[src/hw/rtl/rkx_pkg.sv]
// ----------------------------------------------------------------------------
// rkx_pkg
// Shared types and constants of the keyed XOR stream encoder.
// ----------------------------------------------------------------------------
package rkx_pkg;

   localparam logic [31:0] LcgMul  = 32'd214013;
   localparam logic [31:0] LcgAdd  = 32'd2531011;
   localparam logic [31:0] LcgMask = 32'h7FFF_FFFF;

   typedef enum logic [1:0] {
      OP_DATA  = 2'd0,
      OP_AUTH  = 2'd1,
      OP_RESET = 2'd2
   } opcode_type;

   typedef enum logic [1:0] {
      REG_ENABLE   = 2'd0,
      REG_MODE     = 2'd1,
      REG_EXPONENT = 2'd2,
      REG_MODULUS  = 2'd3
   } reg_index_type;

   typedef enum logic [1:0] {
      T_IDLE,
      T_POW,
      T_FIN
   } top_state_type;

   typedef enum logic [2:0] {
      PW_IDLE,
      PW_REDUCE,
      PW_STEP,
      PW_MUL,
      PW_SQR,
      PW_DONE
   } pw_state_type;

   typedef struct packed {
      logic        start;
      logic [31:0] a;
      logic [31:0] b;
      logic [31:0] m;
   } mm_req_type;

   typedef struct packed {
      logic        done;
      logic [31:0] result;
   } mm_rsp_type;

   typedef struct packed {
      logic        start;
      logic [31:0] base;
      logic [31:0] exponent;
      logic [31:0] modulus;
   } pw_req_type;

   typedef struct packed {
      logic        done;
      logic [31:0] result;
   } pw_rsp_type;

endpackage

[src/hw/rtl/rkx_modmul.sv]
// ----------------------------------------------------------------------------
// rkx_modmul
// Interleaved modular multiplier: one multiplier bit per cycle over a 32-bit multiplier.
// ----------------------------------------------------------------------------
module rkx_modmul
   import rkx_pkg::*;
(
   input  logic       clock,
   input  logic       reset,
   input  mm_req_type mm_req,
   output mm_rsp_type mm_rsp
);

   logic        busy_ff, busy_in;
   logic        done_ff, done_in;
   logic [4:0]  cnt_ff, cnt_in;
   logic [31:0] a_ff, a_in;
   logic [31:0] b_ff, b_in;
   logic [31:0] m_ff, m_in;
   logic [31:0] r_ff, r_in;

   logic [33:0] sum;
   logic [33:0] m1;
   logic [33:0] m2;
   logic [33:0] diff1;
   logic [33:0] diff2;
   logic [31:0] r_next;

   always_comb begin
      sum   = {1'b0, r_ff, 1'b0} + (a_ff[31] ? {2'b00, b_ff} : 34'd0);
      m1    = {2'b00, m_ff};
      m2    = {1'b0, m_ff, 1'b0};
      diff1 = sum - m1;
      diff2 = sum - m2;
      if (sum >= m2) begin
         r_next = diff2[31:0];
      end else if (sum >= m1) begin
         r_next = diff1[31:0];
      end else begin
         r_next = sum[31:0];
      end
   end

   always_comb begin
      busy_in = busy_ff;
      done_in = 1'b0;
      cnt_in  = cnt_ff;
      a_in    = a_ff;
      b_in    = b_ff;
      m_in    = m_ff;
      r_in    = r_ff;
      if (mm_req.start) begin
         busy_in = 1'b1;
         cnt_in  = 5'd0;
         a_in    = mm_req.a;
         b_in    = mm_req.b;
         m_in    = mm_req.m;
         r_in    = 32'd0;
      end else if (busy_ff) begin
         r_in   = r_next;
         a_in   = {a_ff[30:0], 1'b0};
         cnt_in = cnt_ff + 5'd1;
         if (cnt_ff == 5'd31) begin
            busy_in = 1'b0;
            done_in = 1'b1;
         end
      end
   end

   always_ff @(posedge clock) begin
      if (reset) begin
         busy_ff <= 1'b0;
         done_ff <= 1'b0;
         cnt_ff  <= 5'd0;
      end else begin
         busy_ff <= busy_in;
         done_ff <= done_in;
         cnt_ff  <= cnt_in;
      end
      a_ff <= a_in;
      b_ff <= b_in;
      m_ff <= m_in;
      r_ff <= r_in;
   end

   assign mm_rsp.done   = done_ff;
   assign mm_rsp.result = r_ff;

endmodule

[src/hw/rtl/rkx_powmod.sv]
// ----------------------------------------------------------------------------
// rkx_powmod
// Square-and-multiply sequencer driving the shared modular multiplier.
// ----------------------------------------------------------------------------
module rkx_powmod
   import rkx_pkg::*;
(
   input  logic       clock,
   input  logic       reset,
   input  pw_req_type pw_req,
   output pw_rsp_type pw_rsp
);

   pw_state_type state_ff, state_in;
   logic [31:0]  acc_ff, acc_in;
   logic [31:0]  base_ff, base_in;
   logic [31:0]  exp_ff, exp_in;
   logic [31:0]  mod_ff, mod_in;
   logic [4:0]   cnt_ff, cnt_in;

   mm_req_type mm_req;
   mm_rsp_type mm_rsp;

   logic last_bit;

   assign last_bit = (cnt_ff == 5'd31);

   rkx_modmul u_modmul (
      .clock  (clock),
      .reset  (reset),
      .mm_req (mm_req),
      .mm_rsp (mm_rsp)
   );

   always_comb begin
      state_in = state_ff;
      unique case (state_ff)
         PW_IDLE: begin
            if (pw_req.start) begin
               state_in = (pw_req.modulus == 32'd0) ? PW_DONE : PW_REDUCE;
            end
         end
         PW_REDUCE: begin
            if (mm_rsp.done) begin
               state_in = PW_STEP;
            end
         end
         PW_STEP: begin
            if (exp_ff[0]) begin
               state_in = PW_MUL;
            end else begin
               state_in = last_bit ? PW_DONE : PW_SQR;
            end
         end
         PW_MUL: begin
            if (mm_rsp.done) begin
               state_in = last_bit ? PW_DONE : PW_SQR;
            end
         end
         PW_SQR: begin
            if (mm_rsp.done) begin
               state_in = PW_STEP;
            end
         end
         PW_DONE: begin
            state_in = PW_IDLE;
         end
         default: begin
            state_in = PW_IDLE;
         end
      endcase
   end

   always_comb begin
      acc_in       = acc_ff;
      base_in      = base_ff;
      exp_in       = exp_ff;
      mod_in       = mod_ff;
      cnt_in       = cnt_ff;
      mm_req.start = 1'b0;
      mm_req.a     = base_ff;
      mm_req.b     = base_ff;
      mm_req.m     = mod_ff;
      unique case (state_ff)
         PW_IDLE: begin
            if (pw_req.start) begin
               mod_in = pw_req.modulus;
               exp_in = pw_req.exponent;
               cnt_in = 5'd0;
               acc_in = (pw_req.modulus == 32'd0 || pw_req.modulus == 32'd1) ? 32'd0 : 32'd1;
               mm_req.start = (pw_req.modulus != 32'd0);
               mm_req.a     = pw_req.base;
               mm_req.b     = 32'd1;
               mm_req.m     = pw_req.modulus;
            end
         end
         PW_REDUCE: begin
            if (mm_rsp.done) begin
               base_in = mm_rsp.result;
            end
         end
         PW_STEP: begin
            if (exp_ff[0]) begin
               mm_req.start = 1'b1;
               mm_req.a     = acc_ff;
            end else begin
               mm_req.start = !last_bit;
            end
         end
         PW_MUL: begin
            if (mm_rsp.done) begin
               acc_in       = mm_rsp.result;
               mm_req.start = !last_bit;
            end
         end
         PW_SQR: begin
            if (mm_rsp.done) begin
               base_in = mm_rsp.result;
               exp_in  = {1'b0, exp_ff[31:1]};
               cnt_in  = cnt_ff + 5'd1;
            end
         end
         PW_DONE: begin
         end
         default: begin
         end
      endcase
   end

   always_ff @(posedge clock) begin
      if (reset) begin
         state_ff <= PW_IDLE;
         cnt_ff   <= 5'd0;
      end else begin
         state_ff <= state_in;
         cnt_ff   <= cnt_in;
      end
      acc_ff  <= acc_in;
      base_ff <= base_in;
      exp_ff  <= exp_in;
      mod_ff  <= mod_in;
   end

   assign pw_rsp.done   = (state_ff == PW_DONE);
   assign pw_rsp.result = acc_ff;

endmodule

[src/hw/rtl/rsa_keyed_lcg_xor_stream_encoder_top.sv]
// ----------------------------------------------------------------------------
// rsa_keyed_lcg_xor_stream_encoder_top
// Outgoing byte encoder keyed by a modular exponentiation of an auth word.
// ----------------------------------------------------------------------------
// Items enter on the req_ stream and give exactly one word each on the rsp_
// stream. The csr_ port writes the enable, mode, exponent and modulus
// registers and is always ready; write it only while the block is idle.
// A data byte, a connection reset or an ignored auth word shows its result
// in the cycle after it is taken, so such items flow at one per cycle while
// the receiver keeps rsp_tready high. An auth word that is taken while
// encoding is enabled and no key is held starts the exponentiation: one
// reduction and up to 63 modular products on the shared 32-step multiplier,
// with req_tready low all the while until the result word is loaded. A zero
// modulus skips the multiplier.
// The result word sits in an output register; a new item is taken while it
// is being drained, and a stalled receiver holds off further input.
// Reset clears the registers, the key flag, both stored keys and the output.
// ----------------------------------------------------------------------------
module rsa_keyed_lcg_xor_stream_encoder_top
   import rkx_pkg::*;
(
   input  logic        clock,
   input  logic        reset,
   input  logic        req_tvalid,
   output logic        req_tready,
   input  logic [39:0] req_tdata,   // auth_word[31:0], data_byte[39:32]
   input  logic [1:0]  req_tuser,   // opcode[1:0]
   input  logic        req_tlast,
   output logic        rsp_tvalid,
   input  logic        rsp_tready,
   output logic [15:0] rsp_tdata,   // out_byte[7:0], keyed[8], zero[15:9]
   output logic        rsp_tuser,   // out_is_data[0]
   output logic        rsp_tlast,
   input  logic        csr_valid,
   output logic        csr_ready,
   input  logic [1:0]  csr_index,
   input  logic [31:0] csr_data
);

   top_state_type state_ff, state_in;

   logic        enable_ff;
   logic        mode_ff;
   logic [31:0] exp_ff;
   logic [31:0] mod_ff;

   logic [31:0] seed_ff, seed_in;
   logic [7:0]  xkey_ff, xkey_in;
   logic        key_held_ff, key_held_in;
   logic [31:0] plain_ff, plain_in;

   logic        rsp_valid_ff, rsp_valid_in;
   logic [7:0]  rsp_byte_ff, rsp_byte_in;
   logic        rsp_last_ff, rsp_last_in;
   logic        rsp_data_ff, rsp_data_in;
   logic        rsp_keyed_ff, rsp_keyed_in;

   logic        req_accept;
   logic        auth_go;
   opcode_type  opcode;
   logic [31:0] lcg_next;

   pw_req_type pw_req;
   pw_rsp_type pw_rsp;

   function automatic logic [7:0] mod255_plus1(input logic [31:0] v);
      logic [9:0] s;
      logic [8:0] t;
      logic [7:0] u;
      s = {2'b00, v[7:0]} + {2'b00, v[15:8]} + {2'b00, v[23:16]} + {2'b00, v[31:24]};
      t = {1'b0, s[7:0]} + {7'd0, s[9:8]};
      u = t[7:0] + {7'd0, t[8]};
      if (u == 8'hFF) begin
         u = 8'd0;
      end
      return u + 8'd1;
   endfunction

   assign opcode     = opcode_type'(req_tuser);
   assign req_tready = (state_ff == T_IDLE) && (!rsp_valid_ff || rsp_tready);
   assign req_accept = req_tvalid && req_tready;
   assign auth_go    = req_accept && (opcode == OP_AUTH) && enable_ff && !key_held_ff;
   assign lcg_next   = (seed_ff * LcgMul + LcgAdd) & LcgMask;

   assign pw_req.start    = auth_go;
   assign pw_req.base     = req_tdata[31:0];
   assign pw_req.exponent = exp_ff;
   assign pw_req.modulus  = mod_ff;

   rkx_powmod u_powmod (
      .clock  (clock),
      .reset  (reset),
      .pw_req (pw_req),
      .pw_rsp (pw_rsp)
   );

   always_comb begin
      state_in = state_ff;
      unique case (state_ff)
         T_IDLE: begin
            if (auth_go) begin
               state_in = T_POW;
            end
         end
         T_POW: begin
            if (pw_rsp.done) begin
               state_in = T_FIN;
            end
         end
         T_FIN: begin
            state_in = T_IDLE;
         end
         default: begin
            state_in = T_IDLE;
         end
      endcase
   end

   always_comb begin
      seed_in      = seed_ff;
      xkey_in      = xkey_ff;
      key_held_in  = key_held_ff;
      plain_in     = plain_ff;
      rsp_valid_in = rsp_valid_ff && !rsp_tready;
      rsp_byte_in  = rsp_byte_ff;
      rsp_last_in  = rsp_last_ff;
      rsp_data_in  = rsp_data_ff;
      rsp_keyed_in = rsp_keyed_ff;
      unique case (state_ff)
         T_IDLE: begin
            if (req_accept && !auth_go) begin
               rsp_valid_in = 1'b1;
               rsp_byte_in  = 8'd0;
               rsp_last_in  = 1'b0;
               rsp_data_in  = 1'b0;
               rsp_keyed_in = key_held_ff;
               case (opcode)
                  OP_DATA: begin
                     rsp_byte_in = req_tdata[39:32];
                     rsp_last_in = req_tlast;
                     rsp_data_in = 1'b1;
                     if (enable_ff && key_held_ff) begin
                        if (mode_ff) begin
                           seed_in     = lcg_next;
                           rsp_byte_in = req_tdata[39:32] ^ lcg_next[23:16];
                        end else begin
                           rsp_byte_in = req_tdata[39:32] ^ xkey_ff;
                        end
                     end
                  end
                  OP_RESET: begin
                     key_held_in  = 1'b0;
                     rsp_keyed_in = 1'b0;
                  end
                  default: begin
                  end
               endcase
            end
         end
         T_POW: begin
            if (pw_rsp.done) begin
               plain_in = pw_rsp.result;
            end
         end
         T_FIN: begin
            if (mode_ff) begin
               seed_in = plain_ff;
            end else begin
               xkey_in = mod255_plus1(plain_ff);
            end
            key_held_in  = 1'b1;
            rsp_valid_in = 1'b1;
            rsp_byte_in  = 8'd0;
            rsp_last_in  = 1'b0;
            rsp_data_in  = 1'b0;
            rsp_keyed_in = 1'b1;
         end
         default: begin
         end
      endcase
   end

   always_ff @(posedge clock) begin
      if (reset) begin
         state_ff     <= T_IDLE;
         enable_ff    <= 1'b0;
         mode_ff      <= 1'b0;
         exp_ff       <= 32'd0;
         mod_ff       <= 32'd0;
         seed_ff      <= 32'd0;
         xkey_ff      <= 8'd0;
         key_held_ff  <= 1'b0;
         rsp_valid_ff <= 1'b0;
      end else begin
         state_ff     <= state_in;
         seed_ff      <= seed_in;
         xkey_ff      <= xkey_in;
         key_held_ff  <= key_held_in;
         rsp_valid_ff <= rsp_valid_in;
         if (csr_valid) begin
            unique case (reg_index_type'(csr_index))
               REG_ENABLE:   enable_ff <= csr_data[0];
               REG_MODE:     mode_ff   <= csr_data[0];
               REG_EXPONENT: exp_ff    <= csr_data;
               REG_MODULUS:  mod_ff    <= csr_data;
               default: begin
               end
            endcase
         end
      end
      plain_ff     <= plain_in;
      rsp_byte_ff  <= rsp_byte_in;
      rsp_last_ff  <= rsp_last_in;
      rsp_data_ff  <= rsp_data_in;
      rsp_keyed_ff <= rsp_keyed_in;
   end

   assign csr_ready  = 1'b1;
   assign rsp_tvalid = rsp_valid_ff;
   assign rsp_tdata  = {7'd0, rsp_keyed_ff, rsp_byte_ff};
   assign rsp_tuser  = rsp_data_ff;
   assign rsp_tlast  = rsp_last_ff;

   a_busy_not_ready: assert property (@(posedge clock) disable iff (reset)
      (state_ff != T_IDLE) |-> !req_tready)
      else $error("input taken during a key exchange");

   a_done_in_pow: assert property (@(posedge clock) disable iff (reset)
      pw_rsp.done |-> (state_ff == T_POW))
      else $error("exponentiation finished outside a key exchange");

   a_reset_clears_key: assert property (@(posedge clock) disable iff (reset)
      (req_accept && opcode == OP_RESET) |=> (!key_held_ff && rsp_tvalid && !rsp_tdata[8]))
      else $error("connection reset left the key flag set");

   a_fin_sets_key: assert property (@(posedge clock) disable iff (reset)
      (state_ff == T_FIN) |=> (key_held_ff && rsp_tvalid && !rsp_tuser))
      else $error("key exchange did not set the key flag");

endmodule
[config.mk]
export PLATFORM = sky130hd
export DESIGN_NAME = rsa_keyed_lcg_xor_stream_encoder_top
export DESIGN_NICKNAME = d
export VERILOG_FILES = /design/src/hw/rtl/rkx_pkg.sv /design/src/hw/rtl/rkx_modmul.sv /design/src/hw/rtl/rkx_powmod.sv /design/src/hw/rtl/rsa_keyed_lcg_xor_stream_encoder_top.sv
export SDC_FILE = /design/constraint.sdc
export NUM_CORES = 1
export LEC_CHECK = 0
export ABC_AREA = 1
export BUFFER_PORTS_ARGS = -buffer_cell sky130_fd_sc_hd__buf_2
export CAP_MARGIN = 20
export CORE_MARGIN = 4
export CORE_UTILIZATION = 50
export CTS_CLUSTER_SIZE = 12
export DETAILED_ROUTE_END_ITERATION = 6
export GPL_TIMING_DRIVEN = 1
export PLACE_DENSITY = 0.65
export SLEW_MARGIN = 20
export SYNTH_ARGS = -nofsm -noshare
export SYNTH_HDL_FRONTEND = slang
export SYNTH_HIERARCHICAL = 1
export SYNTH_SLANG_ARGS = --single-unit
[constraint.sdc]
create_clock -name clock -period 6.8 [get_ports clock]
set_input_delay 0.34 -clock clock [delete_from_list [all_inputs] [get_ports clock]]
set_output_delay 0.34 -clock clock [all_outputs]
set_load 0.05 [all_outputs]
# Word level (Yosys, flattened, before mapping)
# Index checks and enable logic that the tools add are counted.
# totals
output_inout_bits	21
regBits	424
elab_cells	176
input_bits	82
# classes
n_addsub	12
n_mul	1
n_mux	61
eq_ne	27
magnitude_cmp	2
n_bitwise	4
reduce_logical	42
# op_table
op	count
32-bit two-way mux	15
32-bit case mux with 2 select lines	4
97-bit two-way mux	1
64-bit two-way mux	1
32-bit subtractor	2
8-bit two-way mux	7
33-bit by 32-bit adder with 34-bit output	1
34-bit by 32-bit >= comparator with 1-bit output	1
34-bit by 33-bit >= comparator with 1-bit output	1
32-bit by 1-bit equality test with 1-bit output, second input constant	1
32-bit zero test	1
32-bit by 18-bit multiplier with 31-bit output, second input constant	1
32-bit nonzero test	1
31-bit by 22-bit adder with 31-bit output, second input constant	1
2-bit AND reduction	10
8-bit case mux with 2 select lines	1
8-bit bitwise XOR	2
1-bit two-way mux	15
3-bit two-way mux	5
2-bit != test, second input constant	7
3-bit case mux with 4 select lines	1
10-bit by 8-bit adder with 10-bit output	1
5-bit by 1-bit adder with 5-bit output, second input constant	2
9-bit by 8-bit adder with 10-bit output	1
other kinds (29)	66

# Logic depth before layout (Yosys ltp)
# Gate-level depths: netlist (run 1).
# depth
word_depth	11
ltp_mapped	43
ltp_nobuf	43

# By module
# Netlist (run 1), hierarchy kept.
# by_module_without_submodules
mod	area_per_inst_um2	seq_area_each_um2	n_inst	cells_each
rsa_keyed_lcg_xor_stream_encoder_top	12029.0	3333.2	1	1382
rkx_modmul	11984.0	3663.5	1	1766
rkx_powmod	6516.2	4003.8	1	729

# Worst setup path after synthesis (run 1)
# Ideal clock, no wire load.
# synth_path
kind	register to register
start	register rsp_valid_ff, in the netlist rsp_tvalid
end	register u_powmod.u_modmul.a_ff[0], enable pin
t_required_ns	6.413
slack_ns	-1.298
arrival_ns	7.711
period_less_slack_ns	8.098
stages_incl_launch_ff	12
n_path_buf	2
setup_time_ns	0.387
path_cell_list	dfxtp_1 > inv_1 > nor2_1 > nor2_1 > nand2_1 > nor2_1 > nand2_1 > buf_2 > o21ai_0 > clkbuf_1 > nor2_1 > inv_1
# synth_lines
element	line_no	rtl
from (decl)	rsa_keyed_lcg_xor_stream_encoder_top.sv:52	logic rsp_valid_ff, rsp_valid_in;
from (signal assigned)	rsa_keyed_lcg_xor_stream_encoder_top.sv:199	rsp_valid_ff <= rsp_valid_in;
to (signal assigned)	rkx_modmul.sv:80	a_ff <= a_in;
to (decl)	rkx_modmul.sv:17	logic [31:0] a_ff, a_in;

# Final worst setup path (run 1)
# layout_path
start	register plain_ff[19]
end	register xkey_ff[6]
# layout_via
elab_chain_cells	9
# layout_lines
element	line_no	rtl
from (decl)	rsa_keyed_lcg_xor_stream_encoder_top.sv:50	logic [31:0] plain_ff, plain_in;
from (signal assigned)	rsa_keyed_lcg_xor_stream_encoder_top.sv:211	plain_ff <= plain_in;
9-bit by 8-bit adder with 10-bit output *	rsa_keyed_lcg_xor_stream_encoder_top.sv:70	s = {2'b00, v[7:0]} + {2'b00, v[15:8]} + {2'b00, v[23:16]} + {2'b00, v[31:24]};
10-bit by 8-bit adder with 10-bit output *	rsa_keyed_lcg_xor_stream_encoder_top.sv:70	
8-bit by 2-bit adder with 9-bit output *	rsa_keyed_lcg_xor_stream_encoder_top.sv:71	t = {1'b0, s[7:0]} + {7'd0, s[9:8]};
8-bit by 1-bit adder with 8-bit output *	rsa_keyed_lcg_xor_stream_encoder_top.sv:72	u = t[7:0] + {7'd0, t[8]};
8-bit equality test	rsa_keyed_lcg_xor_stream_encoder_top.sv:73	if (u == 8'hFF) begin
8-bit two-way mux *	rsa_keyed_lcg_xor_stream_encoder_top.sv:73	
8-bit two-way mux *	rsa_keyed_lcg_xor_stream_encoder_top.sv:166	if (mode_ff) begin
8-bit two-way mux *	rsa_keyed_lcg_xor_stream_encoder_top.sv:129	unique case (state_ff)
8-bit by 1-bit adder with 8-bit output *	rsa_keyed_lcg_xor_stream_encoder_top.sv:76	return u + 8'd1;
to (signal assigned)	rsa_keyed_lcg_xor_stream_encoder_top.sv:197	xkey_ff <= xkey_in;
to (decl)	rsa_keyed_lcg_xor_stream_encoder_top.sv:48	logic [7:0] xkey_ff, xkey_in;
# Every way passes the cells marked *; elsewhere a longest branch is shown, timed or not. The select of a mux whose other input is x is not followed.
# A chain may end at the register's enable or synchronous reset.

==> results of run 1 <==
==> synthesized netlist by cell type, types with 7 or more instances <==
master    number
buf_2         17
a31oi_1       15
nor2_4         9
a211oi_1       7
inv_1        636
a21o_1         8
a21oi_1      261
inv_2         14
o21bai_1      54
nand3b_1       7
fa_1         139
a21oi_2       23
nand4_1       27
o211ai_1       7
nand2_1      984
nand2_2       31
ha_1         210
clkbuf_1      65
xor2_1        58
xnor2_1       42
nand3_2        9
nor4_1         9
nor2_1       350
o21ai_0      165
dfxtp_1      149
nor3_1        33
buf_4         16
nand3_1      176
o21ai_1       20
edfxtp_1     267
==> final timing paths <==
| check | startpoint | end | slack [ps] | depth (start not counted) |
|---|---|---|---|---|
| max | plain_ff[19] | xkey_ff[6] | 750 | 42 |
| min | req_tlast | rsp_tlast | 40 | 3 |
| max reg2reg | plain_ff[19] | xkey_ff[6] | 750 | 42 |
| min reg2reg | u_powmod/cnt_ff[0] | u_powmod/cnt_ff[0] | 460 | 1 |
==> sequential cells by signal, indices dropped and copies added (netlist names), 24 cells and up <==
| name | count |
|---|---|
| mod_ff | 32 |
| exp_ff | 32 |
| u_powmod/u_modmul/r_ff | 32 |
| seed_ff | 24 |
| u_powmod/u_modmul/b_ff | 32 |
| u_powmod/u_modmul/m_ff | 32 |
| u_powmod/base_ff | 32 |
| u_powmod/mod_ff | 32 |
| plain_ff | 32 |
| u_powmod/acc_ff | 32 |
| u_powmod/exp_ff | 32 |
| u_powmod/u_modmul/a_ff | 32 |
==> logic make-up after synthesis <==
group / Yosys count
and+or+nand+nor: 1665
buffers and inverters: 762
AOI/OAI and AO/OA: 583
DFF: 416
adders and majority gates: 349
xor gates and xnor gates: 100
other: 2
==> area by class of cell <==
| cell class | instances | area share |
|---|---|---|
| clock buffer | 74 | 0.0407 |
| clock inverter | 14 | 0.00591 |
| inverter | 653 | 0.0729 |
| multi-input combinational | 2705 | 0.493 |
| sequential | 416 | 0.327 |
| tap | 782 | 0.0291 |
| timing repair buffer | 157 | 0.0311 |
==> per-stage QoR <==
stage	hold slack (ps)	util	std cells
after floorplan	409	-	3883
after detailed placement	449	0.526	4682
final	44.3	0.558	4801
after CTS	19.8	0.558	4801
after global routing	31.3	0.558	4801
after global placement	447	0.526	4682
==> worst max-delay path, delay by kind of cell (launching register included) <==
kind / cells / cell delay (ps)
buffers and inverters: 5 / 290
AO/OA/AOI/OAI: 1 / 130
flip-flops: 1 / 410
adder cells (fa/ha/maj): 8 / 2580
XOR/XNOR: 1 / 140
AND/OR/NAND/NOR: 27 / 2400
==> metal layers <==
| metal | track usage | vias to the layer above |
|---|---|---|
| met5 | 0 | - |
| met4 | 0.101 | 0 |
| met3 | 0.0554 | 189 |
| met2 | 0.446 | 831 |
| met1 | 0.379 | 12000 |
| li1 | - | 12600 |
==> placed cells by master (no fill, tap or decap), drive strengths merged, types with 9 or more instances in the layout <==
| cell | n |
|---|---|
| fa | 139 |
| nand4 | 28 |
| inv | 651 |
| xor2 | 58 |
| clkinv | 12 |
| nand2 | 1017 |
| a211oi | 9 |
| edfxtp | 267 |
| dfxtp | 149 |
| clkbuf | 74 |
| xnor2 | 42 |
| dlygate4sd3 | 31 |
| a31oi | 15 |
| nand3 | 186 |
| nor3 | 36 |
| buf | 126 |
| a21oi | 285 |
| o21bai | 54 |
| ha | 210 |
| nor2 | 365 |
| o21ai | 187 |
| nor4 | 9 |
==> power by group through the flow <==
stage          combinational [µW]  sequential [µW]  clock (µW)
6_report                     6280             3120        2600
5_1_grt                      6860             3140        2760
3_3_place_gp                 6090             3150           0
4_1_cts                      6130             3110        2660
3_5_place_dp                 6070             3160           0
2_1_floorplan                4410             3020           0
==> out/qor.txt, run 1 <==
Ant. Diodes: 0
H-tree levels: 2
Fillers: 5651
Row Count: 90
Clock transition at path regs: 60 ps
Clock sink count: 416
Avg Inst Size Synth: 7.87 µm²
Data required, critical path: 7300 ps
Pins over their slew limit: 0
Area growth, synth to finish: 10.2%
First-pass iteration count of the detailed router: 7
Synth area leader: edfxtp_1
Synth async-reset ratio: 0
CP Capture Type: flop
Die X-Extent: 255 µm
DIE AREA: 65100 µm²
Clock insertion delay at the later pin of the skew report: 600 ps
CP max stage delay: 510 ps
Leakage power: 0.0164 µW
Max layer used: met4
Share of cells above drive strength 1: 0.0759
Distinct cells, synth: 55
Total grt overflow: 0
Synth Area in Simple Gates: 0.228
DRT iter0 DRCs: 2062
Synth Area in Compound Gates: 0.108
Clk pwr share: 0.217
Crit path time final: 6050 ps
Root Buffer Master: clkbuf_16
Overall Power: 12000 µW
Core area: 60400 µm²
Gpl congestion: 1.04
Seq/Total Area, Yosys: 0.360
Footprint of the multi-input gates: 16600 µm²
CTS Buffer Depth: 3
Post-Synthesis Cells: 3877
DP HPWL: 70900 µm
Mapped cell area: 30500 µm²
CP Launch Type: flop
WL met2: 41400 µm
Synth top area share: 0.263
Combinational share of power: 0.523
Area occupied by registers: 11000 µm²
Worst EP arrival: 6550 ps
Largest net degree at the start of global routing: 69
Internal Power: 6310 µW
Antenna viol nets, final: 0
Vias in the first global route: 24400
Post-synthesis mux area share: 0
Setup bufs post-CTS: 0
Length of routed wiring on met1: 39400 µm
Dominant cells by area after synthesis: edfxtp_1 (26%), nand2_1 (12%), dfxtp_1 (9.8%)
Crit path top cell by count: nand2_1
Main combinational cell family by area after synthesis: simple AND/OR/NAND/NOR gates
Resized Gates After CTS: 0
Count of input and output buffers: 94
Crit Path Max Fanout: 7
Outcome: finished, final reports clean
# Max-Cap Violations: 0
Fin crit share: 0.890
Setup TNS: 0 ps
Routed WL: 91300 µm
P_sw: 5700 µW
CP max stage cell: fa_1
CTS tree: built
Initial antenna violation count: 1
Die Ht: 255 µm
Final worst setup slack: 750 ps
Peak VDD IR: 0.260 mV
Fmax: 165 MHz
GRT Total Usage: 0.279
Final hold violation count: 0
Switching share of power: 0.475
First-pass GRT wire length: 140000 µm
Met3 WL post-DR: 6800 µm
# setup viols final: 0
PwrDens: 357 nW/µm²
Cts bufs inserted: 48
Synth warn: 6
Number of synthesized flops with an enable pin: 267
Sequential share of power: 0.260
Vias/cell: 5.34
Starting density of the core: 0.506
Hold Crit Class: input pin to flop
Synth Area in XOR/XNOR: 0.0287
Routed vias: 25600
# nets final: 4412
Finished layout cell area: 33700 µm²
Dpl ws: 804 ps
Number of I/O pins: 103
Adder-cell share of the synthesized area: 0.177
Yosys reg bits: 416
Final setup skew: 14.0 ps
Avg WL per Cell: 19.0 µm
# hold bufs at CTS: 31
RSZ-0062 raised after global routing: no
Worst slew pin tran: 1050 ps
Setup Crit Path Kind: flop to flop
Main synth FF type: edfxtp_1
Max transition margin: 0.301
DP Area: 31800 µm²
DRC viols: 0
Note: power is estimated with default switching activity, not from simulation.
==> run 2, diff against run 1 <==
--- a/config.mk
+++ b/config.mk
@@ -13,6 +13,7 @@
 export CTS_CLUSTER_SIZE = 12
 export DETAILED_ROUTE_END_ITERATION = 6
 export GPL_TIMING_DRIVEN = 1
+export MAX_ROUTING_LAYER = met4
 export PLACE_DENSITY = 0.65
 export SLEW_MARGIN = 20
 export SYNTH_ARGS = -nofsm -noshare
==> run 2 against run 1 <==
  * Utilization grew 0.14 points
  * Total power is 0.91% higher
  * Clock power is essentially flat
  * Combinational power increased by 1%
  * Design area is 0.26% higher
  * Wire length up 2.2%
  * Sequential cell count is the same
  * First-iteration DRC count increased by 7.2%
==> out/qor.txt, run 2 (synthesized netlist as in run 1, its figures left out) <==
Outcome: finished, final reports clean (unchanged)
DIE AREA: 65100 µm² (unchanged)
Row Count: 90 (unchanged)
CTS tree: built (unchanged)
Final setup skew: 30.3 ps (was 14.0 ps)
DRC viols: 0 (unchanged)
Setup bufs post-CTS: 0 (unchanged)
Fmax: 164 MHz (was 165 MHz)
First-pass iteration count of the detailed router: 5 (was 7)
Routed WL: 93300 µm (was 91300 µm)
RR Endpoint: xkey_ff[6] (unchanged)
Antenna viol nets, final: 0 (unchanged)
H-tree levels: 2 (unchanged)
Bufs and invs on worst path: 5 (unchanged)
Hold Crit Class: input pin to flop (unchanged)
Crit path top cell by count: nand2_1 (unchanged)
HP Start: req_tlast (unchanged)
Switching share of power: 0.475 (about the same)
Avg WL per Cell: 19.4 µm (was 19.0 µm)
# nets final: 4421 (was 4412)
Vias in the first global route: 24400 (about the same)
Clk pwr share: 0.217 (about the same)
Number of I/O pins: 103 (unchanged)
DRT iter0 DRCs: 2211 (was 2062)
Total grt overflow: 0 (unchanged)
Gpl congestion: 1.01 (was 1.04)
Clock sink count: 416 (unchanged)
P_sw: 5750 µW (was 5700 µW)
Highest-count cells in the layout ignoring fill and taps: nand2_1 (984), inv_1 (634), nor2_1 (348), edfxtp_1 (267), a21oi_1 (261) (unchanged)
RSZ-0062 raised after global routing: no (unchanged)
Peak VDD IR: 0.279 mV (was 0.260 mV)
Sequential share of power: 0.257 (was 0.260)
Crit Path Max Fanout: 6 (was 7)
Most common cell after layout, fill and taps aside: nand2_1 (unchanged)
Initial antenna violation count: 3 (was 1)
Vias/cell: 5.33 (was 5.34)
Crit-path leading delay family: adder cells (unchanged)
Setup TNS: 0 ps (unchanged)
R2R Setup Slk: 700 ps (was 750 ps)
Pins over their slew limit: 0 (unchanged)
Combinational share of power: 0.526 (was 0.523)
Fin crit share: 0.897 (was 0.890)
# Max-Cap Violations: 0 (unchanged)
Hold Path End: rsp_tlast (unchanged)
Clock transition at path regs: 60 ps (about the same)
Fillers: 5792 (was 5651)
RR Startpoint: plain_ff[17] (was plain_ff[19])
Core area: 60400 µm² (unchanged)
PwrDens: 359 nW/µm² (was 357 nW/µm²)
Overall Power: 12100 µW (was 12000 µW)
Die Ht: 255 µm (unchanged)
Placed insts: 4690 (was 4682)
CP Launch Type: flop (unchanged)
GRT Total Usage: 0.293 (was 0.279)
Data required, critical path: 7300 ps (about the same)
Die X-Extent: 255 µm (unchanged)
Starting density of the core: 0.506 (unchanged)
Internal Power: 6360 µW (was 6310 µW)
# setup viols final: 0 (unchanged)
DP Area: 31800 µm² (about the same)
Root Buffer Master: clkbuf_16 (unchanged)
WHS Path Cells: 3 (unchanged)
CP max stage cell: fa_1 (unchanged)
Worst EP arrival: 6600 ps (was 6550 ps)
DP HPWL: 73100 µm (was 70900 µm)
Worst slew pin tran: 1040 ps (was 1050 ps)
Setup Crit Path Kind: flop to flop (unchanged)
Leakage power: 0.0164 µW (about the same)
First-pass GRT wire length: 142000 µm (was 140000 µm)
Count of input and output buffers: 94 (unchanged)
Max transition margin: 0.303 (was 0.301)
Area growth, synth to finish: 10.5% (was 10.2%)
Clock insertion delay at the later pin of the skew report: 610 ps (was 600 ps)
Share of cells above drive strength 1: 0.0782 (was 0.0759)
Non-Filler Instances: 4812 (was 4801)
CTS Buffer Depth: 3 (unchanged)
CP max stage delay: 540 ps (was 510 ps)
Crit path time final: 6100 ps (was 6050 ps)
Largest net degree at the start of global routing: 75 (was 69)
Resized Gates After CTS: 0 (unchanged)
Worst r2r path cells: 38 (was 42)
Finished layout cell area: 33700 µm² (about the same)
CP Capture Type: flop (unchanged)
Cts bufs inserted: 48 (unchanged)
Routed vias: 25600 (about the same)
Final hold violation count: 0 (unchanged)
-- run 2: cell types whose count changed in the layout (fill, tap and decap cells not counted), sizes merged --
cell	delta
diode	+2
bufinv	+2
clkinv	+1
clkinvlp	+1
buf	+8
inv	-1
clkbuf	-2
-- run 2: power groups by stage --
stage,logic (µW),clock network [µW],registers (µW)
after global routing,7000,2780,3130
after CTS,6250,2680,3100
after global placement,6250,0,3150
final,6370,2620,3120
after detailed placement,6190,0,3150
after floorplan,4410,0,3020
-- run 2: worst max-delay path by stage --
| stage | startpoint | endpoint | slack [ps] | cells past startpoint |
|---|---|---|---|---|
| 2_1_floorplan | rsp_tvalid | u_powmod/u_modmul/a_ff[0] | 440 | 11 |
| 3_3_place_gp | plain_ff[17] | xkey_ff[6] | 830 | 38 |
| 3_5_place_dp | plain_ff[17] | xkey_ff[6] | 740 | 38 |
| 4_1_cts | plain_ff[17] | xkey_ff[6] | 730 | 38 |
| 5_1_grt | plain_ff[3] | xkey_ff[6] | 180 | 42 |
| 6_report | plain_ff[17] | xkey_ff[6] | 700 | 38 |
-- run 2: per-layer routing --
metal / wire (µm) / track usage / vias up / part of all wire
met5: 0 / - / - / 0
li1: - / - / 12600 / -
met1: 41000 / 0.390 / 12100 / 0.44
met2: 43000 / 0.460 / 771 / 0.46
met4: 3390 / 0.0948 / 0 / 0.036
met3: 5900 / 0.0489 / 171 / 0.063
-- run 2: area by class of cell --
cell class                      count  area [µm²]  share of cell area
Antenna cell                        2        5.00            0.000148
Tap cell                          782         978              0.0290
Sequential cell                   416       11000               0.326
Timing Repair Buffer              166        1110              0.0328
Multi-Input combinational cell   2705       16600               0.492
Clock buffer                       71        1320              0.0391
Clock inverter                     17         272             0.00805
Inverter                          653        2450              0.0727
-- run 2: what timing repair did --
item / 4_1_cts / 5_1_grt
setup endpoints to repair: 0 / 0
endpoints found under the hold margin: 31 / 0
hold buffers: 31 / 0
-- run 2: stage by stage --
step,util,setup WS (ps),hold slack (ps)
after detailed placement,0.527,743,446
after CTS,0.559,734,13.5
final,0.559,698,45.0
after floorplan,-,441,409
after global routing,0.559,182,48.4
after global placement,0.527,828,442
-- run 2: tightest hold or removal path, cell delays in order --
cell	delay (ps)
buf_2	80
nand2_1	40
nor2_1	70
